File: src/hw/rtl/bmn_pkg.sv
// ----------------------------------------------------------------------------
// bmn_pkg
// Shared codes for the button menu navigator: event kinds, button masks,
// overlay states, action codes, tab codes and configuration register indexes.
// ----------------------------------------------------------------------------
package bmn_pkg;

    // event kind carried with each input transaction
    typedef enum logic [1:0] {
        OP_BUTTON = 2'd0,
        OP_ERROR  = 2'd1,
        OP_REOPEN = 2'd2
    } t_op;

    // single-button masks
    localparam logic [5:0] BTN_CENTER = 6'h01;
    localparam logic [5:0] BTN_LEFT   = 6'h02;
    localparam logic [5:0] BTN_RIGHT  = 6'h04;
    localparam logic [5:0] BTN_UP     = 6'h08;
    localparam logic [5:0] BTN_DOWN   = 6'h10;
    localparam logic [5:0] BTN_BACK   = 6'h20;

    // overlay states
    localparam logic [2:0] OV_NONE   = 3'd0;
    localparam logic [2:0] OV_NOPROG = 3'd1;
    localparam logic [2:0] OV_SOON   = 3'd2;
    localparam logic [2:0] OV_SD_YES = 3'd3;
    localparam logic [2:0] OV_SD_NO  = 3'd4;

    // action codes
    localparam logic [1:0] ACT_NONE = 2'd0;
    localparam logic [1:0] ACT_OFF  = 2'd1;
    localparam logic [1:0] ACT_SET  = 2'd2;
    localparam logic [1:0] ACT_RUN  = 2'd3;

    // tabs
    localparam logic [1:0] TAB_PROG = 2'd0;
    localparam logic [1:0] TAB_APPS = 2'd1;
    localparam logic [1:0] TAB_SETT = 2'd2;

    // configuration register indexes
    localparam logic [1:0] CFG_PROG_COUNT = 2'd0;
    localparam logic [1:0] CFG_APP_COUNT  = 2'd1;
    localparam logic [1:0] CFG_SETT_COUNT = 2'd2;

endpackage

File: src/hw/rtl/button_menu_navigator.sv
// ----------------------------------------------------------------------------
// button_menu_navigator
// Front-panel menu controller: tab, per-tab selection and overlay dialog
// state, updated by button, error and reopen events.
// ----------------------------------------------------------------------------
// Every input transaction produces exactly one result transaction. An event
// is captured in an input register; from that register the menu state and
// the result register are updated together from a single layer of compare
// and increment logic, so the block takes one event per clock while the
// master side accepts results; the input register and the result register
// let a new event enter while a finished result waits on a stalled master
// side. Entry counts above the smaller of MAX_ENTRIES and 16 are clamped to
// that limit. The configuration channel is always ready and should only be
// written while no event is in flight.
module button_menu_navigator
    import bmn_pkg::*;
#(
    parameter int MAX_ENTRIES = 16
) (
    input  logic        i_clk,
    input  logic        i_rst_n,
    // event input
    input  logic        s_axis_tvalid,
    output logic        s_axis_tready,
    input  logic [7:0]  s_axis_tdata,   // [5:0] buttons, [7:6] zero
    input  logic [1:0]  s_axis_tuser,   // [1:0] operation
    // result output
    output logic        m_axis_tvalid,
    input  logic        m_axis_tready,
    output logic [15:0] m_axis_tdata,   // [3:0] slot, [5:4] active_tab,
                                        // [9:6] active_entry, [12:10] overlay_kind,
                                        // [15:13] zero
    output logic [1:0]  m_axis_tuser,   // [1:0] action
    // configuration writes
    input  logic        i_cfg_valid,
    output logic        o_cfg_ready,
    input  logic [1:0]  i_cfg_index,
    input  logic [4:0]  i_cfg_data
);

    localparam int          LIM_INT   = (MAX_ENTRIES > 16) ? 16 : MAX_ENTRIES;
    localparam logic [4:0]  ENTRY_LIM = 5'(LIM_INT);

    // configuration registers
    logic [4:0] r_prog_count, r_app_count, r_sett_count;

    // input stage
    logic       r_in_vld;
    logic [1:0] r_in_op;
    logic [5:0] r_in_btn;

    // menu state
    logic [1:0] r_tab, n_tab;
    logic [3:0] r_entry [3];
    logic [3:0] n_entry [3];
    logic [2:0] r_overlay, n_overlay;

    // result stage
    logic       r_out_vld;
    logic [1:0] r_action, n_action;
    logic [3:0] r_slot, n_slot;
    logic [1:0] r_res_tab;
    logic [3:0] r_res_entry, n_res_entry;
    logic [2:0] r_res_overlay;

    logic       advance;
    logic [4:0] raw_count, tab_count;
    logic [3:0] cur_sel, new_sel;

    assign advance       = r_in_vld && (!r_out_vld || m_axis_tready);
    assign s_axis_tready = !r_in_vld || advance;
    assign o_cfg_ready   = 1'b1;

    // configuration write
    always_ff @(posedge i_clk) begin
        if (!i_rst_n) begin
            r_prog_count <= 5'd4;
            r_app_count  <= 5'd2;
            r_sett_count <= 5'd1;
        end else if (i_cfg_valid) begin
            case (i_cfg_index)
                CFG_PROG_COUNT: r_prog_count <= i_cfg_data;
                CFG_APP_COUNT:  r_app_count  <= i_cfg_data;
                CFG_SETT_COUNT: r_sett_count <= i_cfg_data;
                default: ;
            endcase
        end
    end

    // capture incoming transaction
    always_ff @(posedge i_clk) begin
        if (!i_rst_n) begin
            r_in_vld <= 1'b0;
        end else if (s_axis_tready) begin
            r_in_vld <= s_axis_tvalid;
        end
        if (s_axis_tvalid && s_axis_tready) begin
            r_in_op  <= s_axis_tuser;
            r_in_btn <= s_axis_tdata[5:0];
        end
    end

    // entry count of the current tab, clamped
    always_comb begin
        case (r_tab)
            TAB_PROG: raw_count = r_prog_count;
            TAB_APPS: raw_count = r_app_count;
            TAB_SETT: raw_count = r_sett_count;
            default:  raw_count = 5'd0;
        endcase
        tab_count = (raw_count > ENTRY_LIM) ? ENTRY_LIM : raw_count;
        cur_sel   = (r_tab <= TAB_SETT) ? r_entry[r_tab] : 4'd0;
        if (r_in_btn == BTN_DOWN) begin
            new_sel = (({1'b0, cur_sel} + 5'd1) < tab_count) ? cur_sel + 4'd1 : cur_sel;
        end else begin
            new_sel = (cur_sel != 4'd0) ? cur_sel - 4'd1 : cur_sel;
        end
    end

    // next state and result for the event in the input register
    always_comb begin
        n_tab     = r_tab;
        n_entry   = r_entry;
        n_overlay = r_overlay;
        n_action  = ACT_NONE;
        n_slot    = 4'd0;

        if (r_in_op == OP_ERROR) begin
            n_overlay = OV_NOPROG;
        end else if (r_in_op == OP_REOPEN) begin
            n_overlay = OV_NONE;
        end else if (r_in_op == OP_BUTTON) begin
            case (r_overlay)
                OV_NOPROG, OV_SOON: begin
                    if (r_in_btn == BTN_CENTER || r_in_btn == BTN_BACK) n_overlay = OV_NONE;
                end
                OV_SD_YES: begin
                    if (r_in_btn == BTN_CENTER) n_action = ACT_OFF;
                    if (r_in_btn == BTN_LEFT)   n_overlay = OV_SD_NO;
                    if (r_in_btn == BTN_BACK)   n_overlay = OV_NONE;
                end
                OV_SD_NO: begin
                    if (r_in_btn == BTN_CENTER || r_in_btn == BTN_BACK) n_overlay = OV_NONE;
                    if (r_in_btn == BTN_RIGHT) n_overlay = OV_SD_YES;
                end
                default: begin
                    // no dialog open: normal navigation
                    if (r_in_btn == BTN_BACK) begin
                        n_overlay = OV_SD_NO;
                    end else if (r_in_btn == BTN_LEFT && r_tab != TAB_PROG) begin
                        n_tab = r_tab - 2'd1;
                    end else if (r_in_btn == BTN_RIGHT && r_tab < TAB_SETT) begin
                        n_tab = r_tab + 2'd1;
                    end else if (r_tab <= TAB_SETT) begin
                        if (r_in_btn == BTN_DOWN || r_in_btn == BTN_UP) begin
                            n_entry[r_tab] = new_sel;
                            if (r_tab == TAB_PROG) begin
                                n_action = ACT_SET;
                                n_slot   = new_sel;
                            end
                        end else if (r_in_btn == BTN_CENTER) begin
                            if (r_tab == TAB_PROG) begin
                                n_action = ACT_RUN;
                                n_slot   = r_entry[0];
                            end else if (r_tab == TAB_APPS) begin
                                n_overlay = OV_SOON;
                            end
                        end
                    end
                end
            endcase
        end

        n_res_entry = (n_tab <= TAB_SETT) ? n_entry[n_tab] : 4'd0;
    end

    // menu state and result register
    always_ff @(posedge i_clk) begin
        if (!i_rst_n) begin
            r_tab     <= TAB_PROG;
            r_entry   <= '{default: 4'd0};
            r_overlay <= OV_NONE;
            r_out_vld <= 1'b0;
        end else begin
            if (advance) begin
                r_tab     <= n_tab;
                r_entry   <= n_entry;
                r_overlay <= n_overlay;
                r_out_vld <= 1'b1;
            end else if (m_axis_tready) begin
                r_out_vld <= 1'b0;
            end
        end
        if (advance) begin
            r_action      <= n_action;
            r_slot        <= n_slot;
            r_res_tab     <= n_tab;
            r_res_entry   <= n_res_entry;
            r_res_overlay <= n_overlay;
        end
    end

    assign m_axis_tvalid = r_out_vld;
    assign m_axis_tuser  = r_action;
    assign m_axis_tdata  = {3'b000, r_res_overlay, r_res_entry, r_res_tab, r_slot};

endmodule

File: config.mk
export PLATFORM = sky130hd
export DESIGN_NAME = button_menu_navigator
export DESIGN_NICKNAME = d
export VERILOG_FILES = /design/src/hw/rtl/bmn_pkg.sv /design/src/hw/rtl/button_menu_navigator.sv
export SDC_FILE = /design/constraint.sdc
export NUM_CORES = 1
export LEC_CHECK = 0
export BUFFER_PORTS_ARGS = -buffer_cell sky130_fd_sc_hd__buf_2
export CAP_MARGIN = 5
export CORE_MARGIN = 2
export CORE_UTILIZATION = 50
export CTS_CLUSTER_SIZE = 10
export DETAILED_ROUTE_END_ITERATION = 8
export GPL_TIMING_DRIVEN = 1
export HOLD_SLACK_MARGIN = 0.15
export MAX_ROUTING_LAYER = met4
export PLACE_DENSITY = 0.78
export SLEW_MARGIN = 10
export SYNTH_ARGS = -nofsm -noshare
export SYNTH_HDL_FRONTEND = slang
export SYNTH_SLANG_ARGS = --single-unit
File: constraint.sdc
create_clock -name i_clk -period 5.2 [get_ports i_clk]
set_clock_uncertainty 0.15 [all_clocks]
set_input_delay 0.78 -clock i_clk [delete_from_list [all_inputs] [get_ports i_clk]]
set_output_delay 0.78 -clock i_clk [all_outputs]
set_load 0.03 [all_outputs]
* Word-level counts from Yosys, hierarchy flattened
Index checks and enable logic that the tools add are counted.
** Word-level totals
- Register bits after elaboration :: 57
- Input bits :: 22
- Output and inout bits :: 21
** Operators by class
- Add/sub/neg operators :: 5
- Order comparisons :: 8
- Eq/ne operators :: 16
- Mux-type cells :: 63
- Bitwise gates (word level) :: 4
- Reductions and logical operators :: 25
** Operator list (count)
- 12-bit 2-to-1 mux :: 9
- 4-bit 2-to-1 mux :: 13
- 3-bit 2-to-1 mux :: 15
- 2-bit 2-to-1 mux :: 15
- 4-bit binary-select mux with 2-bit select :: 2
- 5-bit case mux with 3 select lines :: 1
- 12-bit bitwise mux :: 1
- 11-bit OR reduction :: 1
- 3-bit case mux with 3 select lines :: 1
- 4-bit demux with 2-bit select :: 1
- 2-bit by 1-bit equality test with 1-bit output, second input constant :: 3
- 2-bit equality test, second input constant :: 3
- 3-bit by 2-bit equality test with 1-bit output, second input constant :: 2
- 6-bit by 1-bit equality test with 1-bit output, second input constant :: 1
- 6-bit by 2-bit equality test with 1-bit output, second input constant :: 1
- 6-bit by 3-bit equality test with 1-bit output, second input constant :: 1
- 6-bit by 4-bit equality test with 1-bit output, second input constant :: 1
- 6-bit by 5-bit equality test with 1-bit output, second input constant :: 1
- 6-bit equality test, second input constant :: 1
- 3-bit greater-or-equal comparator, second input constant :: 2
- 2-bit zero test :: 3
- 2-bit NOT with 3-bit output :: 2
- 2-bit AND reduction :: 3
- 3-bit OR reduction :: 2
- 23 further kinds :: 36

* Longest topological paths before layout
Gate-level depths: netlist (run 1).
- Word-level depth :: 22
- Mapped depth :: 16
- Gate-level depth less buffers :: 14

* Worst setup path before layout (run 1)
Ideal clock, no wire load.
- Path type :: reg-to-reg
- Start :: register r_tab[0]
- End :: register r_res_entry[2], data pin
- Arrival :: 3.456 ns
- Data required time :: 4.789 ns
- Setup slack :: 1.333 ns
- Stages on the path, launching flop included :: 15
- Path through :: dfxtp_1 > buf_1 > inv_1 > ha_1 > a222oi_1 > nand2_1 > or2_2 > ha_1 > a211oi_1 > nor2_1 > nor3_2 > a311oi_1 > a21oi_2 > o21ai_0 > a221o_1
** Between the ends
- Cells in the longest elaborated chain, start to end :: 22
** RTL lines
- start: declaration :: RTL line button_menu_navigator.sv:53 : logic [1:0] r_tab, n_tab;
- start signal: assignment :: RTL line button_menu_navigator.sv:186 : r_tab <= n_tab;
- 2-bit NOT with 3-bit output (not written as such) :: RTL line button_menu_navigator.sv:112, button_menu_navigator.sv:156
- 4-bit binary-select mux with 2-bit select :: RTL line button_menu_navigator.sv:112 : cur_sel = (r_tab <= TAB_SETT) ? r_entry[r_tab] : 4'd0;
- 4-bit 2-to-1 mux (not written as such) (2 in a row) :: RTL line button_menu_navigator.sv:112
- 4-bit 2-to-1 mux :: RTL line button_menu_navigator.sv:112
- 4-bit by 1-bit adder with 5-bit output :: RTL line button_menu_navigator.sv:114 : new_sel = (({1'b0, cur_sel} + 5'd1) < tab_count) ? cur_sel + 4'd1 : cur_sel;
- 5-bit less-than comparator :: RTL line button_menu_navigator.sv:114
- 4-bit 2-to-1 mux :: RTL line button_menu_navigator.sv:114
- 4-bit 2-to-1 mux :: RTL line button_menu_navigator.sv:113 : if (r_in_btn == BTN_DOWN) begin
- (+4 left out)
- 12-bit 2-to-1 mux :: RTL line button_menu_navigator.sv:150 : end else if (r_in_btn == BTN_LEFT && r_tab != TAB_PROG) begin
- 12-bit 2-to-1 mux :: RTL line button_menu_navigator.sv:148 : if (r_in_btn == BTN_BACK) begin
- 12-bit 2-to-1 mux :: RTL line button_menu_navigator.sv:133 : case (r_overlay)
- 12-bit 2-to-1 mux :: RTL line button_menu_navigator.sv:132 : end else if (r_in_op == OP_BUTTON) begin
- 12-bit 2-to-1 mux :: RTL line button_menu_navigator.sv:130 : end else if (r_in_op == OP_REOPEN) begin
- 12-bit 2-to-1 mux :: RTL line button_menu_navigator.sv:128 : if (r_in_op == OP_ERROR) begin
- 4-bit binary-select mux with 2-bit select :: RTL line button_menu_navigator.sv:174 : n_res_entry = (n_tab <= TAB_SETT) ? n_entry[n_tab] : 4'd0;
- 4-bit 2-to-1 mux (not written as such) (2 in a row) :: RTL line button_menu_navigator.sv:174
- end signal: assignment :: RTL line button_menu_navigator.sv:198 : r_res_entry <= n_res_entry;
- end: declaration :: RTL line button_menu_navigator.sv:63 : logic [3:0] r_res_entry, n_res_entry;
Parallel ways exist; a longest one is shown, timed or not. The select of a mux whose other input is x is not followed.
A chain may end at the register's enable or synchronous reset.

* Worst setup path in the final report (run 1)
- Start :: register r_tab[1]
- End :: register r_res_entry[2], data pin
The elaborated chain is that of the path after synthesis.

==> impl_metrics.yaml, run 1 <==
outcome:
  status: "finished, final reports clean"
cells_and_area:
  fin_area_um2: 3940
  fin_nets: 443
  layout_common_cells: "nor2_1 (41), buf_2 (36), dfxtp_1 (34)"
  fin_util_pct: 57.7
  stdcell_count: 509
  area_growth_pct: 11.3
  layout_commonest_cell: "nor2_1"
  drive_above_1_share_pct: 20.8
  antenna_cells: 0
critical_path:
  start_kind: "flop"
  ff2ff_setup_slack_ns: 0.74
  path_cells: "inv_1, ha_1, a222oi_1, nand2_1, or2_2, ha_1, a211oi_1, nor2_1, nor3_2, a311oi_1, a21oi_2, o21ai_0, a221o_1"
  critPathMaxStageDelay_ns: 0.74
  r2r_start: "r_tab[1]"
  endpoint_kind: "flop"
  path_max_fanout: 15
  cpMostUsedCell: "ha_1"
  crit_type: "flop to flop"
  r2r_cells: 13
  critical_path.reg2reg.endpoint: "r_res_entry[2]"
  required_ns: 5.14
  critical-path-slowest-cell: "dfxtp_1"
  arrival_ns: 4.41
clock_network:
  cts_setup_buffers: 0
  htreeDepth: 3
  worst_skew_pair.late_latency_ns: 0.35
  clockBufferDepth: 2
  path_clk_slew_ns: 0.07
  numCtsBuffers: 9
  hold_buffers: 0
  tritoncts: "built"
  post_cts_resized: 0
  cts-root-buf: "clkbuf_8"
  clock-sinks: 57
grt:
  grt_use_total_pct: 22.8
  grt_antenna_before_repair: 0
  grt_pass1_vias: 2784
  grt.overflow.total: 0
  grt_max_degree: 31
  grt_pass1_wl_um: 13400
min_path:
  hp-class: "flop to flop"
  worstHoldStart: "r_sett_count[0]"
  holdPathStages: 2
  hold_end: "r_sett_count[0]"
place:
  place_inst: 493
  io_buffers: 36
  post-place-ws_ns: 0.770
  postPlaceCellArea_um2: 3750
  gp_congestion: 0.936
  dp_hpwl_um: 5810
pwr:
  power_uw: 996
  leakage_nw: 1.51
  ir_worst_vdd_mv: 0.170
  power_density_nw_per_um2: 253
detailed_routing:
  drtAntennaViolNets: 0
  vias: 2984
  wl_per_cell_um: 15.9
  finalWirelength_um: 8080
  drtPass1Iterations: 5
  vias_per_cell: 5.86
  drc: 0
  drt_iter0_drc: 173
synthesis:
  syn-cell-area_um2: 3540
  yosysUniqueCellTypes: 73
  yosys_register_bits: 57
  netlist_instances: 378
  synth_ff_type: "dfxtp_1"
  yosys_warnings: 0
  syn-mean-instance-area_um2: 9.36
  async_flop_share_pct: 0
  synth_top_area_cell: "edfxtp_1"
  ys_seq_area_share_pct: 38.7
  synth_area_leaders: "edfxtp_1 (20%), dfxtp_1 (19%), mux2i_1 (6.2%)"
  yosysTopAreaCellShare_pct: 19.5
  synth_edf_count: 23
timing:
  fin_hold_ws_ns: 0.338
  final_max_slew_viol_count: 0
  fmax_mhz: 224
  finalCritPeriodShare_pct: 85.8
  max-slew-margin-rel_pct: 33.2
  worstMarginPinSlew_ns: 1.00
  min_period_ns: 4.46
  setup_tns_ns: 0
  hold_violations: 0
  worst_slack_ns: 0.736
  setup_viol: 0
  rsz0062_at_grt: "no"
floorplanning:
  core_um2: 6830
  die-height_um: 88.1
  start_util_pct: 51.8
  die_w_um: 88.1
  rows: 30
  dieArea_um2: 7770
  ios: 43
job:
  max-cap-violations: 0
-- cells by family (layout without fill, tap and decap cells) --
group           Yosys count  in the layout  synth area share (%)
flops                    57             57                  38.7
compound gates           98             98                  20.5
simple gates            143            143                  22.9
fa+ha+maj                13             13                  4.60
mux                      23             23                  6.54
other cells               2              4                 0.212
xor+xnor                  5              5                  1.66
buf+inv                  37             70                  4.77
-- report_power, final --
group / internal (mW) / switching (mW)
registers: 0.481 / 0.0132
logic: 0.0370 / 0.0691
clock network: 0.201 / 0.195
-- synth_stat cells (2+ instances only) --
library cell  count
edfxtp_1         23
nor3_1            5
or3_1             7
or2_2             6
xnor2_1           2
nand3b_1          5
o21ba_2           2
a21oi_1          17
o221ai_1          2
a211oi_1         14
a32oi_1           4
mux2i_1          22
buf_2             3
and3_1            2
a21bo_2           2
nor3_4            2
nand2b_1          4
conb_1            2
and2_1           11
xnor2_2           2
o2bb2ai_1         2
a31oi_1           2
ha_1             13
nor3b_1           4
nor4_2            2
o31ai_1           4
inv_1            17
nand4_1           4
a222oi_1          5
dfxtp_1          34
nand3_1           8
nor3_2            2
a211oi_2          2
nor2_1           41
nand2_1          24
buf_4             5
clkbuf_1         10
o21ai_0          21
a21o_1            3
nor2b_1           5
-- state kept, by name, indices dropped and copies added (netlist names) --
signal         count
r_in_op            2
r_sett_count       5
r_res_entry        4
r_prog_count       5
r_res_overlay      3
r_res_tab          2
r_app_count        5
m_axis_tvalid      1
r_overlay          3
r_entry           12
r_in_btn           6
r_slot             4
r_tab              2
r_in_vld           1
m_axis_tuser       2
-- worst max-delay path by stage --
stage / from / cells after the start / slack, ns / to
3_3_place_gp: r_tab[1] / 13 / 0.87 / r_res_entry[2]
4_1_cts: r_tab[1] / 13 / 0.77 / r_res_entry[2]
3_5_place_dp: r_tab[1] / 13 / 0.77 / r_res_entry[2]
5_1_grt: r_tab[1] / 13 / 0.47 / r_res_entry[2]
6_report: r_tab[1] / 13 / 0.74 / r_res_entry[2]
2_1_floorplan: r_tab[0] / 14 / 1.33 / r_res_entry[2]
-- per-layer routing --
layer  share of wire (%)  track usage, %
met2                  47            34.4
met3                 6.0            5.94
met4                 2.0            9.50
met5                   0               -
met1                  45            29.1
-- critical path, delay by kind of cell (launching register included) --
| kind | cells | cell delay (ns) |
|---|---|---|
| compound gates | 6 | 1.64 |
| simple gates | 4 | 0.82 |
| flops | 1 | 0.74 |
| fa+ha+maj | 2 | 0.64 |
| buf+inv | 1 | 0.22 |
-- final cells by class --
type                    count  area, µm²
inverters                  17       63.8
repair buffers             37        188
well taps                  96        120
clock buffers              10        149
clock inverters             6       40.0
flip-flops and latches     57       1370
multi-input cells         286       2010
fillers                   626       2890
Power figures use the tool's default switching activity.
==> run 2, diff against run 1 <==
PLACE_DENSITY = default   (was 0.78)
PLACE_DENSITY_LB_ADDON = 0.05   (was default)
==> run 2 against run 1 <==
Against the previous run: utilization is the same; flip-flop and latch count unchanged; die area unchanged; critical path type unchanged; global-route usage fell by 0.46 points; count of clock-buffer cells in the layout up 1.
==> impl_metrics.yaml, run 2 (synthesis gave the netlist of run 1 again) <==
timing:
  final_max_slew_viol_count: 0
  finalCritPeriodShare_pct: 84.5
  min_period_ns: 4.40
  worstMarginPinSlew_ns: 0.987
  setup_tns_ns: 0
  max-slew-margin-rel_pct: 34.1
  fmax_mhz: 227
  setup_viol: 0
  worst_slack_ns: 0.804
  rsz0062_at_grt: "no"
  hold_violations: 0
cells_and_area:
  area_growth_pct: 11.3
  top_regs: "r_entry x12, r_in_btn x6"
  multi_input_area_um2: 2010
  largest_register: "r_entry"
  regArea_um2: 1370
  fill_cells: 630
  fin_area_um2: 3940
  fin_nets: 444
  layout_commonest_cell: "nor2_1"
  layout_common_cells: "nor2_1 (41), buf_2 (36), dfxtp_1 (34)"
  drive_above_1_share_pct: 21.0
  largest_reg_flops: 12
  antenna_cells: 0
critical_path:
  cpMostUsedCell: "ha_1"
  required_ns: 5.14
  critical-path-slowest-cell: "dfxtp_1"
  path_cells: "inv_1, ha_1, a222oi_1, nand2_1, or2_2, ha_1, a211oi_1, nor2_1, nor3_2, a311oi_1, a21oi_2, o21ai_0, a221o_1"
  path_max_fanout: 17
  crit_family: "compound AO/OA/AOI/OAI gates"
  path_buf_inv: 1
  arrival_ns: 4.34
  start_kind: "flop"
  crit_type: "flop to flop"
  critPathMaxStageDelay_ns: 0.67
  endpoint_kind: "flop"
job:
  max-cap-violations: 0
detailed_routing:
  wl_per_cell_um: 15.4
  vias_per_cell: 5.63
  drtPass1Iterations: 4
  drt_iter0_drc: 218
  drtAntennaViolNets: 0
  finalWirelength_um: 7860
  vias: 2870
  drc: 0
floorplanning:
  die-height_um: 88.1
  start_util_pct: 51.8
  core_um2: 6830
  die_w_um: 88.1
  dieArea_um2: 7770
  ios: 43
  rows: 30
grt:
  grt_max_degree: 31
  grt_use_total_pct: 22.4
  grt_antenna_before_repair: 0
  grt_pass1_vias: 2634
  grt_pass1_wl_um: 12900
  grt.overflow.total: 0
place:
  post-place-ws_ns: 0.838
  gp_congestion: 0.934
  io_buffers: 36
  postPlaceCellArea_um2: 3760
  dp_hpwl_um: 5750
min_path:
  hp-class: "flop to flop"
clock_network:
  clockBufferDepth: 2
  cts-root-buf: "clkbuf_8"
  numCtsBuffers: 9
  path_clk_slew_ns: 0.07
  hold_buffers: 0
  cts_setup_buffers: 0
  tritoncts: "built"
  worst_skew_pair.late_latency_ns: 0.34
  htreeDepth: 3
  clock-sinks: 57
  post_cts_resized: 0
pwr:
  power_density_nw_per_um2: 249
  ir_worst_vdd_mv: 0.212
  leakage_nw: 1.51
outcome:
  status: "finished, final reports clean"
==> run 2: area by class of cell <==
cell class,instances,share of cell area (%)
sequential,57,34.8
clock buffer,11,3.84
tap,96,3.05
clock inverter,5,0.762
multi-input combinational,286,51.0
inverter,17,1.62
timing repair buffer,38,4.96
==> run 2: worst paths after layout <==
check | start | endpoint | slack (ns) | cells past startpoint
setup / recovery | r_tab[0] | r_res_entry[2] | 0.80 | 13
hold / removal | r_prog_count[2] | r_prog_count[2] | 0.34 | 2
setup reg to reg | r_tab[0] | r_res_entry[2] | 0.80 | 13
hold reg to reg | r_prog_count[2] | r_prog_count[2] | 0.34 | 2
==> run 2: layer usage <==
| layer | up-vias | track usage [%] | part of all wire (%) |
|---|---|---|---|
| met5 | - | - | 0 |
| met4 | 0 | 8.68 | 2.4 |
| met3 | 17 | 3.68 | 4.8 |
| met2 | 81 | 34.1 | 44 |
| met1 | 1314 | 29.8 | 49 |
| li1 | 1458 | - | - |
==> run 2: metrics by stage <==
stage          std cells  hold slack (ns)  util (%)  total power, mW
3_3_place_gp         494            0.307      55.0            0.607
5_1_grt              510            0.367      57.7             1.02
2_1_floorplan        380            0.290         -            0.581
3_5_place_dp         494            0.316      55.0            0.609
4_1_cts              510            0.333      57.7            0.987
6_report             510            0.337      57.7            0.981
==> run 2: where the power goes <==
part	internal (mW)	leakage, nW	switching [mW]	total, mW
Sequential	0.481	0.491	0.0115	0.492
Clock	0.196	0.0911	0.185	0.381
Combinational	0.0375	0.928	0.0697	0.107
Total	0.715	1.51	0.266	0.981
==> run 2: tightest hold or removal path: stages (launching register included) <==
cell,delay (ns)
dfxtp_1,0.33
mux2i_1,0.07
nand2_1,0.06
